<file path="config.mk">
export PLATFORM = sky130hd
export DESIGN_NAME = hsl_to_rgb
export DESIGN_NICKNAME = d
export VERILOG_FILES = /design/src/rtl/core/hsl_pkg.sv /design/src/rtl/core/hsl_front.sv /design/src/rtl/core/hsl_midq.sv /design/src/rtl/core/hsl_back.sv /design/src/rtl/core/hsl_to_rgb.sv
export SDC_FILE = /design/constraint.sdc
export NUM_CORES = 2
export LEC_CHECK = 0
export BUFFER_PORTS_ARGS = -buffer_cell sky130_fd_sc_hd__buf_2
export CAP_MARGIN = 20
export CELL_PAD_IN_SITES_DETAIL_PLACEMENT = 1
export CELL_PAD_IN_SITES_GLOBAL_PLACEMENT = 1
export CORE_MARGIN = 2
export CORE_UTILIZATION = 50
export DETAILED_ROUTE_END_ITERATION = 16
export GPL_TIMING_DRIVEN = 1
export MAX_ROUTING_LAYER = met4
export PLACE_DENSITY = 0.86
export SKIP_LAST_GASP = 1
export SLEW_MARGIN = 40
export SYNTH_ARGS = -nofsm -noshare
export SYNTH_HDL_FRONTEND = slang
export SYNTH_HIERARCHICAL = 1
export SYNTH_SLANG_ARGS = --single-unit
</file>
<file path="constraint.sdc">
create_clock -name clk_i -period 15.55 [get_ports clk_i]
set_clock_uncertainty 0.05 [all_clocks]
set_input_delay 0.7775 -clock clk_i [delete_from_list [all_inputs] [get_ports clk_i]]
set_output_delay 0.7775 -clock clk_i [all_outputs]
set_load 0.05 [all_outputs]
</file>
<file path="src/rtl/core/hsl_pkg.sv">
// Shared types, constants and helpers for the HSL to RGB colour converter.
// Depends on nothing; every other file of the block imports it.
`timescale 1ns / 1ps

package hsl_pkg;

  // Fraction format: COLOR_BITS fraction bits, one extra bit so that 1.0 fits.
  localparam int unsigned COLOR_BITS = 16;
  localparam int unsigned FRAC_W     = COLOR_BITS + 1;

  typedef logic [FRAC_W-1:0] frac_t;

  localparam frac_t FRAC_ONE  = {1'b1, {COLOR_BITS{1'b0}}};
  localparam frac_t FRAC_HALF = FRAC_ONE >> 1;

  // Hue in 1/5760 of a turn (1/16 degree).
  localparam int unsigned HUE_W = 13;

  typedef logic [HUE_W-1:0] hue_t;

  localparam hue_t HUE_TURN       = HUE_W'(5760);
  localparam hue_t HUE_SIXTH      = HUE_W'(960);
  localparam hue_t HUE_THIRD      = HUE_W'(1920);
  localparam hue_t HUE_HALF       = HUE_W'(2880);
  localparam hue_t HUE_TWO_THIRDS = HUE_W'(3840);

  // Ramp factor: 0..960, multiplied by (q - p) and divided by 960.
  localparam int unsigned FACT_W = 10;

  typedef logic [FACT_W-1:0] fact_t;

  localparam fact_t FACT_FULL = FACT_W'(960);

  // 960 = 15 * 64: shift out 64, then divide by 15 through a reciprocal.
  localparam int unsigned SIXTH_SH  = 6;
  localparam int unsigned PROD_W    = FRAC_W + FACT_W;
  localparam int unsigned QUO_IN_W  = PROD_W - SIXTH_SH;
  localparam int unsigned RECIP_SH  = QUO_IN_W + 4;
  localparam int unsigned RECIP_W   = RECIP_SH - 3;
  localparam int unsigned MUL_W     = QUO_IN_W + RECIP_W;
  localparam logic [RECIP_W-1:0] RECIP15 =
    RECIP_W'(((64'd1 << RECIP_SH) + 64'd14) / 64'd15);

  // Queue sizing, shared by the middle queue and the result queue.
  localparam int unsigned Q_DEPTH = 8;
  localparam int unsigned Q_PTR_W = $clog2(Q_DEPTH);
  localparam int unsigned Q_CNT_W = $clog2(Q_DEPTH + 1);

  typedef logic [Q_PTR_W-1:0] qptr_t;
  typedef logic [Q_CNT_W-1:0] qcnt_t;

  localparam qcnt_t Q_FULL_CNT = Q_CNT_W'(Q_DEPTH);

  // Channel order inside the factor array.
  localparam int unsigned CH_RED   = 0;
  localparam int unsigned CH_GREEN = 1;
  localparam int unsigned CH_BLUE  = 2;

  // Classified item handed from the front to the back.
  typedef struct packed {
    frac_t           p;
    frac_t           diff;
    fact_t [2:0]     fact;
  } mid_item_t;

  typedef struct packed {
    logic      valid;
    mid_item_t item;
  } mid_head_t;

  typedef struct packed {
    frac_t red;
    frac_t green;
    frac_t blue;
  } rgb_t;

  // Piecewise hue ramp, expressed as the factor applied to (q - p).
  function automatic fact_t hue_fact(hue_t t);
    hue_t fall;
    fall = HUE_TWO_THIRDS - t;
    priority if (t < HUE_SIXTH) begin
      return t[FACT_W-1:0];
    end else if (t < HUE_HALF) begin
      return FACT_FULL;
    end else if (t < HUE_TWO_THIRDS) begin
      return fall[FACT_W-1:0];
    end else begin
      return '0;
    end
  endfunction

endpackage

</file>
<file path="src/rtl/core/hsl_front.sv">
// Front pipeline: clamps the fractions, wraps the hue, forms q and p and the
// three ramp factors. Three register stages, never stalls. Uses hsl_pkg.
`timescale 1ns / 1ps

module hsl_front (
  input  logic              clk_i,
  input  logic              rst_ni,
  input  logic              in_vld_i,
  input  hsl_pkg::hue_t     hue_i,
  input  hsl_pkg::frac_t    saturation_i,
  input  hsl_pkg::frac_t    lightness_i,
  output logic              out_vld_o,
  output hsl_pkg::mid_item_t out_item_o
);
  import hsl_pkg::*;

  localparam int unsigned PW = 2 * FRAC_W + 1;

  // Stage 1 registers
  logic  v1_q;
  hue_t  h1_q;
  frac_t s1_q, l1_q;

  // Stage 2 registers
  logic        v2_q;
  frac_t       m2_q, s2_q, l2_q;
  logic        lo2_q;
  fact_t [2:0] f2_q;

  // Stage 3 registers
  logic      v3_q;
  mid_item_t item3_q;

  // Stage 1 logic
  frac_t s1_d, l1_d;
  hue_t  h1_d;

  // Stage 2 logic
  hue_t           tr, tb, tr_sum;
  logic           lo;
  logic [FRAC_W:0] mul_b;
  logic [PW-1:0]  prod;
  fact_t [2:0]    f2_d;

  // Stage 3 logic
  logic [FRAC_W:0]   sum_ls, q_hi, q_raw;
  frac_t             q;
  logic [FRAC_W+1:0] p_raw;
  frac_t             p;
  mid_item_t         item3_d;

  always_comb begin
    s1_d = (saturation_i > FRAC_ONE) ? FRAC_ONE : saturation_i;
    l1_d = (lightness_i > FRAC_ONE) ? FRAC_ONE : lightness_i;
    h1_d = (hue_i >= HUE_TURN) ? hue_i - HUE_TURN : hue_i;
  end

  always_comb begin
    tr_sum = h1_q + HUE_THIRD;
    tr     = (tr_sum >= HUE_TURN) ? tr_sum - HUE_TURN : tr_sum;
    tb     = (h1_q >= HUE_THIRD) ? h1_q - HUE_THIRD : h1_q + (HUE_TURN - HUE_THIRD);
    f2_d[CH_RED]   = hue_fact(tr);
    f2_d[CH_GREEN] = hue_fact(h1_q);
    f2_d[CH_BLUE]  = hue_fact(tb);
    lo    = (l1_q < FRAC_HALF);
    mul_b = lo ? ({1'b0, FRAC_ONE} + {1'b0, s1_q}) : {1'b0, s1_q};
    prod  = PW'(l1_q) * PW'(mul_b);
  end

  always_comb begin
    sum_ls = {1'b0, l2_q} + {1'b0, s2_q};
    q_hi   = sum_ls - {1'b0, m2_q};
    q_raw  = lo2_q ? {1'b0, m2_q} : q_hi;
    q      = (q_raw > {1'b0, FRAC_ONE}) ? FRAC_ONE : q_raw[FRAC_W-1:0];
    p_raw  = {1'b0, l2_q, 1'b0} - {2'b00, q};
    // clamp below at zero, above at q (q never exceeds one)
    priority if (p_raw[FRAC_W+1]) begin
      p = '0;
    end else if (p_raw[FRAC_W:0] > {1'b0, q}) begin
      p = q;
    end else begin
      p = p_raw[FRAC_W-1:0];
    end
    item3_d.fact = f2_q;
    if (s2_q == '0) begin
      // grey: ramp collapses onto lightness
      item3_d.p    = l2_q;
      item3_d.diff = '0;
    end else begin
      item3_d.p    = p;
      item3_d.diff = q - p;
    end
  end

  always_ff @(posedge clk_i or negedge rst_ni) begin
    if (!rst_ni) begin
      v1_q <= 1'b0;
      v2_q <= 1'b0;
      v3_q <= 1'b0;
    end else begin
      v1_q <= in_vld_i;
      v2_q <= v1_q;
      v3_q <= v2_q;
    end
  end

  always_ff @(posedge clk_i) begin
    h1_q    <= h1_d;
    s1_q    <= s1_d;
    l1_q    <= l1_d;
    m2_q    <= prod[COLOR_BITS +: FRAC_W];
    s2_q    <= s1_q;
    l2_q    <= l1_q;
    lo2_q   <= lo;
    f2_q    <= f2_d;
    item3_q <= item3_d;
  end

  assign out_vld_o  = v3_q;
  assign out_item_o = item3_q;

endmodule

</file>
<file path="src/rtl/core/hsl_midq.sv">
// Short queue between front and back, with the credit count that drives full.
// Uses hsl_pkg.
`timescale 1ns / 1ps

module hsl_midq (
  input  logic               clk_i,
  input  logic               rst_ni,
  input  logic               accept_i,
  input  logic               wr_i,
  input  hsl_pkg::mid_item_t wr_item_i,
  input  logic               rd_i,
  output logic               full_o,
  output hsl_pkg::mid_head_t head_o
);
  import hsl_pkg::*;

  mid_item_t mem_q [Q_DEPTH];
  qptr_t     wr_ptr_q, wr_ptr_d, rd_ptr_q, rd_ptr_d;
  qcnt_t     occ_q, occ_d, res_q, res_d;

  always_comb begin
    wr_ptr_d = wr_ptr_q;
    rd_ptr_d = rd_ptr_q;
    if (wr_i) begin
      wr_ptr_d = (wr_ptr_q == Q_PTR_W'(Q_DEPTH - 1)) ? '0 : wr_ptr_q + 1'b1;
    end
    if (rd_i) begin
      rd_ptr_d = (rd_ptr_q == Q_PTR_W'(Q_DEPTH - 1)) ? '0 : rd_ptr_q + 1'b1;
    end
    occ_d = occ_q + Q_CNT_W'(wr_i) - Q_CNT_W'(rd_i);
    // reserve a slot for every item still in the front pipeline
    res_d = res_q + Q_CNT_W'(accept_i) - Q_CNT_W'(rd_i);
  end

  always_ff @(posedge clk_i or negedge rst_ni) begin
    if (!rst_ni) begin
      wr_ptr_q <= '0;
      rd_ptr_q <= '0;
      occ_q    <= '0;
      res_q    <= '0;
    end else begin
      wr_ptr_q <= wr_ptr_d;
      rd_ptr_q <= rd_ptr_d;
      occ_q    <= occ_d;
      res_q    <= res_d;
    end
  end

  always_ff @(posedge clk_i) begin
    if (wr_i) begin
      mem_q[wr_ptr_q] <= wr_item_i;
    end
  end

  assign full_o       = (res_q == Q_FULL_CNT);
  assign head_o.valid = (occ_q != '0);
  assign head_o.item  = mem_q[rd_ptr_q];

endmodule

</file>
<file path="src/rtl/core/hsl_back.sv">
// Back pipeline: evaluates p + (q - p) * factor / 960 for three channels and
// holds finished items in the result queue. Uses hsl_pkg.
`timescale 1ns / 1ps

module hsl_back (
  input  logic               clk_i,
  input  logic               rst_ni,
  input  hsl_pkg::mid_head_t head_i,
  output logic               rd_o,
  input  logic               pop_i,
  output logic               empty_o,
  output hsl_pkg::rgb_t      rgb_o
);
  import hsl_pkg::*;

  logic                    v1_q, v2_q;
  frac_t                   p1_q, p2_q;
  logic [2:0][PROD_W-1:0]  prod1_q;
  logic [2:0][MUL_W-1:0]   mm2_q;
  logic [2:0][MUL_W-1:0]   mm2_d;
  logic [2:0][FRAC_W:0]    res_sum;
  frac_t [2:0]             res;
  rgb_t                    rgb_d;

  rgb_t  mem_q [Q_DEPTH];
  qptr_t wr_ptr_q, wr_ptr_d, rd_ptr_q, rd_ptr_d;
  qcnt_t occ_q, occ_d, res_q, res_d;
  logic  pop_ok;

  // take from the middle queue only while a result slot is free to reserve
  assign rd_o   = head_i.valid && (res_q != Q_FULL_CNT);
  assign pop_ok = pop_i && (occ_q != '0);

  always_comb begin
    for (int c = 0; c < 3; c++) begin
      mm2_d[c] = MUL_W'(prod1_q[c][PROD_W-1:SIXTH_SH]) * MUL_W'(RECIP15);
      res_sum[c] = {1'b0, p2_q} + {1'b0, mm2_q[c][RECIP_SH +: FRAC_W]};
      res[c] = (res_sum[c] > {1'b0, FRAC_ONE}) ? FRAC_ONE : res_sum[c][FRAC_W-1:0];
    end
    rgb_d.red   = res[CH_RED];
    rgb_d.green = res[CH_GREEN];
    rgb_d.blue  = res[CH_BLUE];
  end

  always_comb begin
    wr_ptr_d = wr_ptr_q;
    rd_ptr_d = rd_ptr_q;
    if (v2_q) begin
      wr_ptr_d = (wr_ptr_q == Q_PTR_W'(Q_DEPTH - 1)) ? '0 : wr_ptr_q + 1'b1;
    end
    if (pop_ok) begin
      rd_ptr_d = (rd_ptr_q == Q_PTR_W'(Q_DEPTH - 1)) ? '0 : rd_ptr_q + 1'b1;
    end
    occ_d = occ_q + Q_CNT_W'(v2_q) - Q_CNT_W'(pop_ok);
    res_d = res_q + Q_CNT_W'(rd_o) - Q_CNT_W'(pop_ok);
  end

  always_ff @(posedge clk_i or negedge rst_ni) begin
    if (!rst_ni) begin
      v1_q     <= 1'b0;
      v2_q     <= 1'b0;
      wr_ptr_q <= '0;
      rd_ptr_q <= '0;
      occ_q    <= '0;
      res_q    <= '0;
    end else begin
      v1_q     <= rd_o;
      v2_q     <= v1_q;
      wr_ptr_q <= wr_ptr_d;
      rd_ptr_q <= rd_ptr_d;
      occ_q    <= occ_d;
      res_q    <= res_d;
    end
  end

  always_ff @(posedge clk_i) begin
    for (int c = 0; c < 3; c++) begin
      prod1_q[c] <= PROD_W'(head_i.item.diff) * PROD_W'(head_i.item.fact[c]);
    end
    p1_q  <= head_i.item.p;
    p2_q  <= p1_q;
    mm2_q <= mm2_d;
    if (v2_q) begin
      mem_q[wr_ptr_q] <= rgb_d;
    end
  end

  assign empty_o = (occ_q == '0);
  assign rgb_o   = mem_q[rd_ptr_q];

endmodule

</file>
<file path="src/rtl/core/hsl_to_rgb.sv">
// Top level of the HSL to RGB colour converter.
// Instantiates hsl_front, hsl_midq and hsl_back; uses hsl_pkg.
`timescale 1ns / 1ps

// Usage
//   Input channel: drive hue_i, saturation_i and lightness_i with push high;
//   the item is taken at a rising edge where push is high and full is low.
//   Result channel: while empty is low, red_o, green_o and blue_o carry the
//   oldest result; it is taken at a rising edge where pop is high.
//   Path: a taken item passes three front stages, the middle queue and two
//   back stages into the result queue before it shows on the ports.
//   Throughput: one item per cycle, sustained, as long as results are popped
//   each cycle; the front and back pipelines are fully pipelined and the
//   multipliers are registered.
//   Stall: when pop stays low, results collect in the 8-entry result queue,
//   the back stops draining the 8-entry middle queue, and full rises once
//   every middle slot is spoken for by a queued or in-flight item. No item
//   is dropped.
//   Reset: rst_ni clears all queue pointers, counts and stage valids; after
//   reset empty is high and full is low.

module hsl_to_rgb (
  input  logic           clk_i,
  input  logic           rst_ni,
  input  logic           push,
  output logic           full,
  input  hsl_pkg::hue_t  hue_i,
  input  hsl_pkg::frac_t saturation_i,
  input  hsl_pkg::frac_t lightness_i,
  output logic           empty,
  input  logic           pop,
  output hsl_pkg::frac_t red_o,
  output hsl_pkg::frac_t green_o,
  output hsl_pkg::frac_t blue_o
);
  import hsl_pkg::*;

  logic      accept;
  logic      front_vld;
  mid_item_t front_item;
  mid_head_t mid_head;
  logic      mid_rd;
  rgb_t      rgb;

  // an item enters only while the middle queue can still promise it a slot
  assign accept = push && !full;

  hsl_front u_front (
    .clk_i        (clk_i),
    .rst_ni       (rst_ni),
    .in_vld_i     (accept),
    .hue_i        (hue_i),
    .saturation_i (saturation_i),
    .lightness_i  (lightness_i),
    .out_vld_o    (front_vld),
    .out_item_o   (front_item)
  );

  hsl_midq u_midq (
    .clk_i     (clk_i),
    .rst_ni    (rst_ni),
    .accept_i  (accept),
    .wr_i      (front_vld),
    .wr_item_i (front_item),
    .rd_i      (mid_rd),
    .full_o    (full),
    .head_o    (mid_head)
  );

  hsl_back u_back (
    .clk_i   (clk_i),
    .rst_ni  (rst_ni),
    .head_i  (mid_head),
    .rd_o    (mid_rd),
    .pop_i   (pop),
    .empty_o (empty),
    .rgb_o   (rgb)
  );

  // split the result onto its channel ports
  assign red_o   = rgb.red;
  assign green_o = rgb.green;
  assign blue_o  = rgb.blue;

endmodule

</file>
# ---- After elaboration in Yosys (flattened, before gate mapping)
# Memories as Yosys holds them, arrays and structs flattened.
# Index checks and enable logic that the tools add are counted.
dict set report word_totals {
  ff_bits 467
  mem_bits_rw 920
  in_bits 51
  output_inout_bits 53
  elab_cells 136
  n_memories 2
}
dict set report classes {
  n_addsub 28
  n_mul 7
  n_lt_le_gt_ge 20
  n_eq_ne 6
  muxes 29
  reduce_logical 8
}
# memory words word_bits rd rd_ports_with_merged_regs wr line_no
set mem_list {}
lappend mem_list {u_midq.mem_q 8 64 1 0 1 hsl_midq.sv:17} ;# mid_item_t mem_q [Q_DEPTH];
lappend mem_list {u_back.mem_q 8 51 1 0 1 hsl_back.sv:25} ;# rgb_t mem_q [Q_DEPTH];
# cell n
set ops {}
lappend ops {{$mul 21x22->42 const B} 3}
lappend ops {{$mux 17} 6}
lappend ops {{$mux 10} 9}
lappend ops {{$mul 17x10->27} 3}
lappend ops {{$lt 13x12->1 const B} 6}
lappend ops {{$add 17x17->18} 4}
lappend ops {{$gt 18x17->1 const B} 4}
lappend ops {{$lt 13x10->1 const B} 3}
lappend ops {{$mux 13} 3}
lappend ops {{$mux 18} 2}
lappend ops {{$gt 17x17->1 const B} 2}
lappend ops {{$mux 34} 1}
lappend ops {{$mul 17x18->33} 1}
lappend ops {{$sub 10x10->10 const A} 3}
lappend ops {{$ge 13x13->1 const B} 2}
lappend ops {{$sub 13x13->13 const B} 2}
lappend ops {{$sub 18x17->19} 1}
lappend ops {{$add 17x17->18 const A} 1}
lappend ops {{$gt 18x17->1} 1}
lappend ops {{$sub 18x17->18} 1}
lappend ops {{$logic_not 17->1} 1}
lappend ops {{$lt 17x16->1 const B} 1}
lappend ops {{$sub 17x17->17} 1}
lappend ops {{$add 4x1->4} 4}
lappend ops {{15 further kinds} 33}

# ---- Depth between registers and ports, before layout
dict set report depth {
  word_depth 11
  depth_mapped 51
  ltp_nobuf 49
}

# ---- Hierarchy
# Netlist, hierarchy kept.
# module n_inst cells_per_inst area_each_um2 seq_area_each_um2
set modules_own_cells {}
lappend modules_own_cells {hsl_back 1 4428 50780.0 15615.0}
lappend modules_own_cells {hsl_midq 1 951 20049.2 15725.1}
lappend modules_own_cells {hsl_front 1 2189 19309.8 3938.8}
lappend modules_own_cells {hsl_to_rgb 1 1 13.8 0.0}

# ---- Worst setup path before layout
# Ideal clock, no wire load.
dict set report synth_timing {
  path_kind {register to register}
  start {register u_front.l2_q[0]}
  end {register u_front.item3_q, in the netlist u_front/out_item_o[46]}
  setup_time_ns 0.132
  arrival_ns 8.935
  required_ns 15.368
  slack_ns 6.433
  stages_incl_launch_ff 51
  path_buffers 3
  period_less_slack_ns 9.117
  cell_sequence {dfxtp_1 inv_1 ha_1 inv_1 ha_1 inv_1 fa_1 nand2b_1 a21oi_1 o41a_1 a21oi_1 o21ai_0 mux2i_1 nand2_1 clkbuf_1 o31a_1 or2_2 ha_1 (+15 left out) a31oi_1 nor2b_1 o211a_2 buf_2 mux2i_1 nand2_1 fa_1 a21oi_1 o211ai_1 nand2_1 o2111ai_1 o211ai_1 o21ai_0 a31oi_1 or3_1 o31a_1 o2111a_1 a21oi_1}
}
dict set report synth_via {
  elab_chain_len 10
}
# item line_no
set synth_rtl {}
lappend synth_rtl {{from (decl)} hsl_front.sv:26} ;# frac_t m2_q, s2_q, l2_q;
lappend synth_rtl {{from (signal assigned)} hsl_front.sv:113} ;# l2_q <= l1_q;
lappend synth_rtl {{$add 17x17->18} hsl_front.sv:71} ;# sum_ls = {1'b0, l2_q} + {1'b0, s2_q};
lappend synth_rtl {{$sub 18x17->18} hsl_front.sv:72} ;# q_hi = sum_ls - {1'b0, m2_q};
lappend synth_rtl {{$mux 18} hsl_front.sv:73} ;# q_raw = lo2_q ? {1'b0, m2_q} : q_hi;
lappend synth_rtl {{$gt 18x17->1} hsl_front.sv:74} ;# q = (q_raw > {1'b0, FRAC_ONE}) ? FRAC_ONE : q_raw[FRAC_W-1:0];
lappend synth_rtl {{$mux 17} hsl_front.sv:74}
lappend synth_rtl {{$sub 18x17->19} hsl_front.sv:75} ;# p_raw = {1'b0, l2_q, 1'b0} - {2'b00, q};
lappend synth_rtl {{$gt 18x17->1} hsl_front.sv:79} ;# end else if (p_raw[FRAC_W:0] > {1'b0, q}) begin
lappend synth_rtl {{$mux 17} hsl_front.sv:79}
lappend synth_rtl {{$mux 17} hsl_front.sv:77} ;# priority if (p_raw[FRAC_W+1]) begin
lappend synth_rtl {{$sub 17x17->17 *} hsl_front.sv:91} ;# item3_d.diff = q - p;
lappend synth_rtl {{to (signal assigned)} hsl_front.sv:116} ;# item3_q <= item3_d;
lappend synth_rtl {{to (decl)} hsl_front.sv:32} ;# mid_item_t item3_q;
# Mark *: on every way between the ends. The rest lies on a longest branch, timed or not.
# A chain may end at the register's enable or synchronous reset.

# ---- Worst setup path after layout
dict set report layout_timing {
  start {register u_front.l2_q[8]}
  end {register u_front.item3_q, in the netlist u_front/out_item_o[45]}
}
# The elaborated chain is that of the path after synthesis.

==> results by group <==
Floorplanning
  – Die Y-Extent: 428.6 um
  – Row cnt: around 160
  – Die width: between 400 and 500 um
  – Core ar.: ~180,000 um2
  – Initial core utilization: between 50% and 60%
  – Top Ports: ~100
  – Die area: around 180,000 um2

Setup path
  – CP endpoint kind: flip-flop
  – Arrival @ worst endpoint: between 10 and 15 ns
  – Crit-path max FO: 23
  – CP Class: flip-flop to flip-flop
  – Critical R2R Capture: u_front/out_item_o[45]$_SDFF_PP0_
  – Element type at the critical path start: flip-flop
  – Critical path endpoint: u_front/out_item_o[45]$_SDFF_PP0_
  – Reg2Reg Depth: 43
  – Worst EP required: approximately 16 ns
  – Critical path startpoint: u_front/l2_q[8]$_DFF_P_
  – CP dominant cell by count: o21ai_0
  – Crit-path max cell delay: approximately 0.66 ns
  – FF-to-FF Start: u_front/l2_q[8]$_DFF_P_
  – Reg2reg setup slack: approximately 2.8 ns
  – Worst path slowest cell: o221ai_1

STA
  – Fmax: between 0.07 and 0.08 GHz
  – Slew margin rel.: between 30% and 40%
  – RSZ-0062 raised after global routing: no
  – Final Hold Fails: 0
  – Total negative slack: 0 ns
  – Fin crit share: between 80% and 90%
  – Setup violators final: 0
  – Max-slew violations: 0
  – Worst Tran Pin Value: roughly 0.91 ns
  – Crit path time final: 12.78 ns

Placement
  – Port bufs: 103
  – Placed cells: 9,854
  – Last weighted congestion value of the routability-driven placer: between 0.8 and 0.9
  – HPWL after DPL: 171.8 mm

Synth
  – Synthesis Warnings: 6
  – Asr flop ratio synth: under 10%
  – Synth cell types: between 90 and 100
  – Mapped Area: approximately 90,000 um2
  – EDFF count, synth: between 900 and 1,000
  – Ys flop type: edfxtp_1
  – #FFs+latches synth: approximately 1,300
  – Sequential share of the synthesized area: roughly two fifths
  – Syn nets: 9,365
  – Gate Count Post-Synth: ~7,600
  – Synth Area per Inst: ~12 um2

Finish
  – Fill cells: 18,280
  – Final Non-Filler Cells: approximately 10,000
  – Multi-input logic area: 49,420 um2
  – Final nets: 9,443
  – Most frequent cells in the layout: inv_1, ha_1, edfxtp_1
  – Commonest non-fill, non-tap cell in the layout: inv_1
  – Fraction of layout cells with a size suffix above 1: between 10% and 20%
  – Layout area overhead: 9.276%
  – Reg area: ~35,000 um2

Global route
  – GRT busiest layer: met2
  – First-pass GRT wire length: 392.1 mm
  – Overall routing resource usage: between 20% and 30%
  – GR Overflow Total: 0
  – Grt met1 use: around a third
  – Largest net degree at the start of global routing: just over 90
  – Initial antenna violation count: 7
  – Met2 Use GR: 49.77%
  – Met3 GRT Util: under 10%
  – Vias in the first global route: slightly below 70,000

Routing
  – Vias per cell: ~6
  – Routed Wire Length: approximately 250 mm
  – Vias: ~59,000
  – Number of DRC markers in iteration 0: ~4,000
  – Wirelength per Cell: around 25 um
  – Drt pass-1 iters: 6
  – Post-route ant nets: 0
  – Residual DRC: 0

CTS
  – Post-CTS resize count: 0
  – TritonCTS clock tree: yes
  – TritonCTS buffer count: 141
  – Clock root buffer: clkbuf_16
  – CTS clk-pin slew, worst paths: approximately 0.060 ns
  – Sink Count: between 1,000 and 1,500
  – CTS H-tree lvls: 4
  – Clock Path Buffers: 3
  – Clk Latency, worst-skew pair: approximately 0.83 ns

Worst hold path
  – Hold Crit Class: primary input to flip-flop

Run status
  – Status: finished, final reports clean

Flow run
  – Max_cap viols: 0
## kinds of logic (layout without fill, tap and decap cells)
logic type	count (synthesis)	in the layout	synth area share, %
muxes	311	311	6.737
DFF	1294	1294	39.13
buffers and inverters	1482	1680	6.280
xor gates and xnor gates	217	217	2.108
and+or+nand+nor	1811	1811	9.640
AOI/OAI and AO/OA	706	706	5.254
other	1	9	0.004160
adders and majority gates	1747	1747	30.84
## through the flow
step                hold WS [ns]  cell area [um2]  setup slack [ns]  utilization [%]
global route             0.02826            98510             2.008            55.09
finish                   0.05008            98520             2.770            55.10
floorplan                 0.2596            90150             6.433                -
CTS                     0.001511            98330             3.057            54.99
global placement          0.2611            93270             3.986            52.16
detailed placement        0.2644            93370             3.610            52.22
## final cells by class
class | count | share of cell area, %
inverters | 1238 | 4.717
diodes | 8 | 0.02032
flip-flops and latches | 1294 | 35.84
repair buffers | 179 | 1.252
well taps | 2355 | 2.991
clock buffers | 193 | 4.029
clock inverters | 70 | 0.9792
multi-input cells | 4793 | 50.17
## flip-flops by register name, indices dropped and copies added (netlist names), 13 cells and up
name	count
u_front/l1_q	17
u_back/mm2_q	51
u_front/s2_q	17
u_front/h1_q	13
u_front/m2_q	17
u_back/prod1_q	63
u_front/out_item_o	64
u_back/p1_q	17
u_front/s1_q	17
u_midq/mem_q	512
u_back/p2_q	17
u_front/f2_q	30
u_back/mem_q	408
u_front/l2_q	17
## worst min path at each step
stage,startpoint,to,slack (ns),cells after the start
after floorplan,u_back/p1_q[0]$_DFF_P_,u_back/p2_q[0]$_DFF_P_,0.26,0
after global placement,u_front/f2_q[13]$_DFF_P_,u_front/out_item_o[13]$_DFF_P_,0.26,0
after detailed placement,u_back/p1_q[15]$_DFF_P_,u_back/p2_q[15]$_DFF_P_,0.26,0
after CTS,hue_i[5],u_front/h1_q[5]$_DFF_P_,0.002,1
after global routing,hue_i[5],u_front/h1_q[5]$_DFF_P_,0.03,1
final,hue_i[5],u_front/h1_q[5]$_DFF_P_,0.05,1
## synth_stat cells (12+ instances only)
library cell | instances | area [um2]
or2_2 | 18 | 112.6
o31ai_1 | 12 | 90.09
or3_1 | 18 | 112.6
a31oi_1 | 36 | 225.2
nand2b_1 | 41 | 256.5
inv_1 | 1236 | 4639
ha_1 | 952 | 11910
xor2_1 | 85 | 744.5
nor2b_1 | 77 | 481.7
o21bai_1 | 29 | 217.7
nor4_1 | 21 | 131.4
mux4_2 | 230 | 5180
edfxtp_1 | 920 | 27630
o21ai_0 | 115 | 575.6
a211oi_1 | 18 | 135.1
a211o_1 | 14 | 122.6
nor2_1 | 229 | 859.6
and3_1 | 38 | 237.7
xnor2_1 | 132 | 1156
mux2_2 | 62 | 698.2
mux2i_1 | 18 | 180.2
nand2_1 | 804 | 3018
and2_1 | 390 | 2440
buf_1 | 23 | 86.33
a21o_1 | 87 | 653.1
a21oi_1 | 192 | 960.9
dfrtp_1 | 33 | 825.8
fa_1 | 793 | 15880
dfxtp_1 | 341 | 6827
nand3_1 | 54 | 270.3
o211ai_1 | 12 | 90.09
nor3_1 | 57 | 285.3
o21a_1 | 29 | 217.7
nand4_1 | 33 | 206.5
clkbuf_1 | 201 | 754.5
## layer usage
metal | up-vias | part of all wire [%]
met2 | 2108 | 52
met3 | 761 | 5.4
met5 | - | 0
li1 | 25610 | -
met4 | 0 | 4.1
met1 | 30810 | 38
## what timing repair did
item / 4_1_cts / 5_1_grt
buffers inserted: 0 / 0
hold buffers: 3 / 0
hold endpoints to repair: 4 / 0
## critical path, delay by kind of cell (launching register included)
family / cells / cell delay [ns]
AOI/OAI and AO/OA: 23 / 7.08
xor gates and xnor gates: 1 / 0.21
adders and majority gates: 5 / 1.93
muxes: 1 / 0.34
DFF: 1 / 0.35
and+or+nand+nor: 10 / 2.13
buffers and inverters: 3 / 0.52
Power is not shown: default switching activity piles up to over one toggle a cycle in this logic, so the estimate is an artifact.
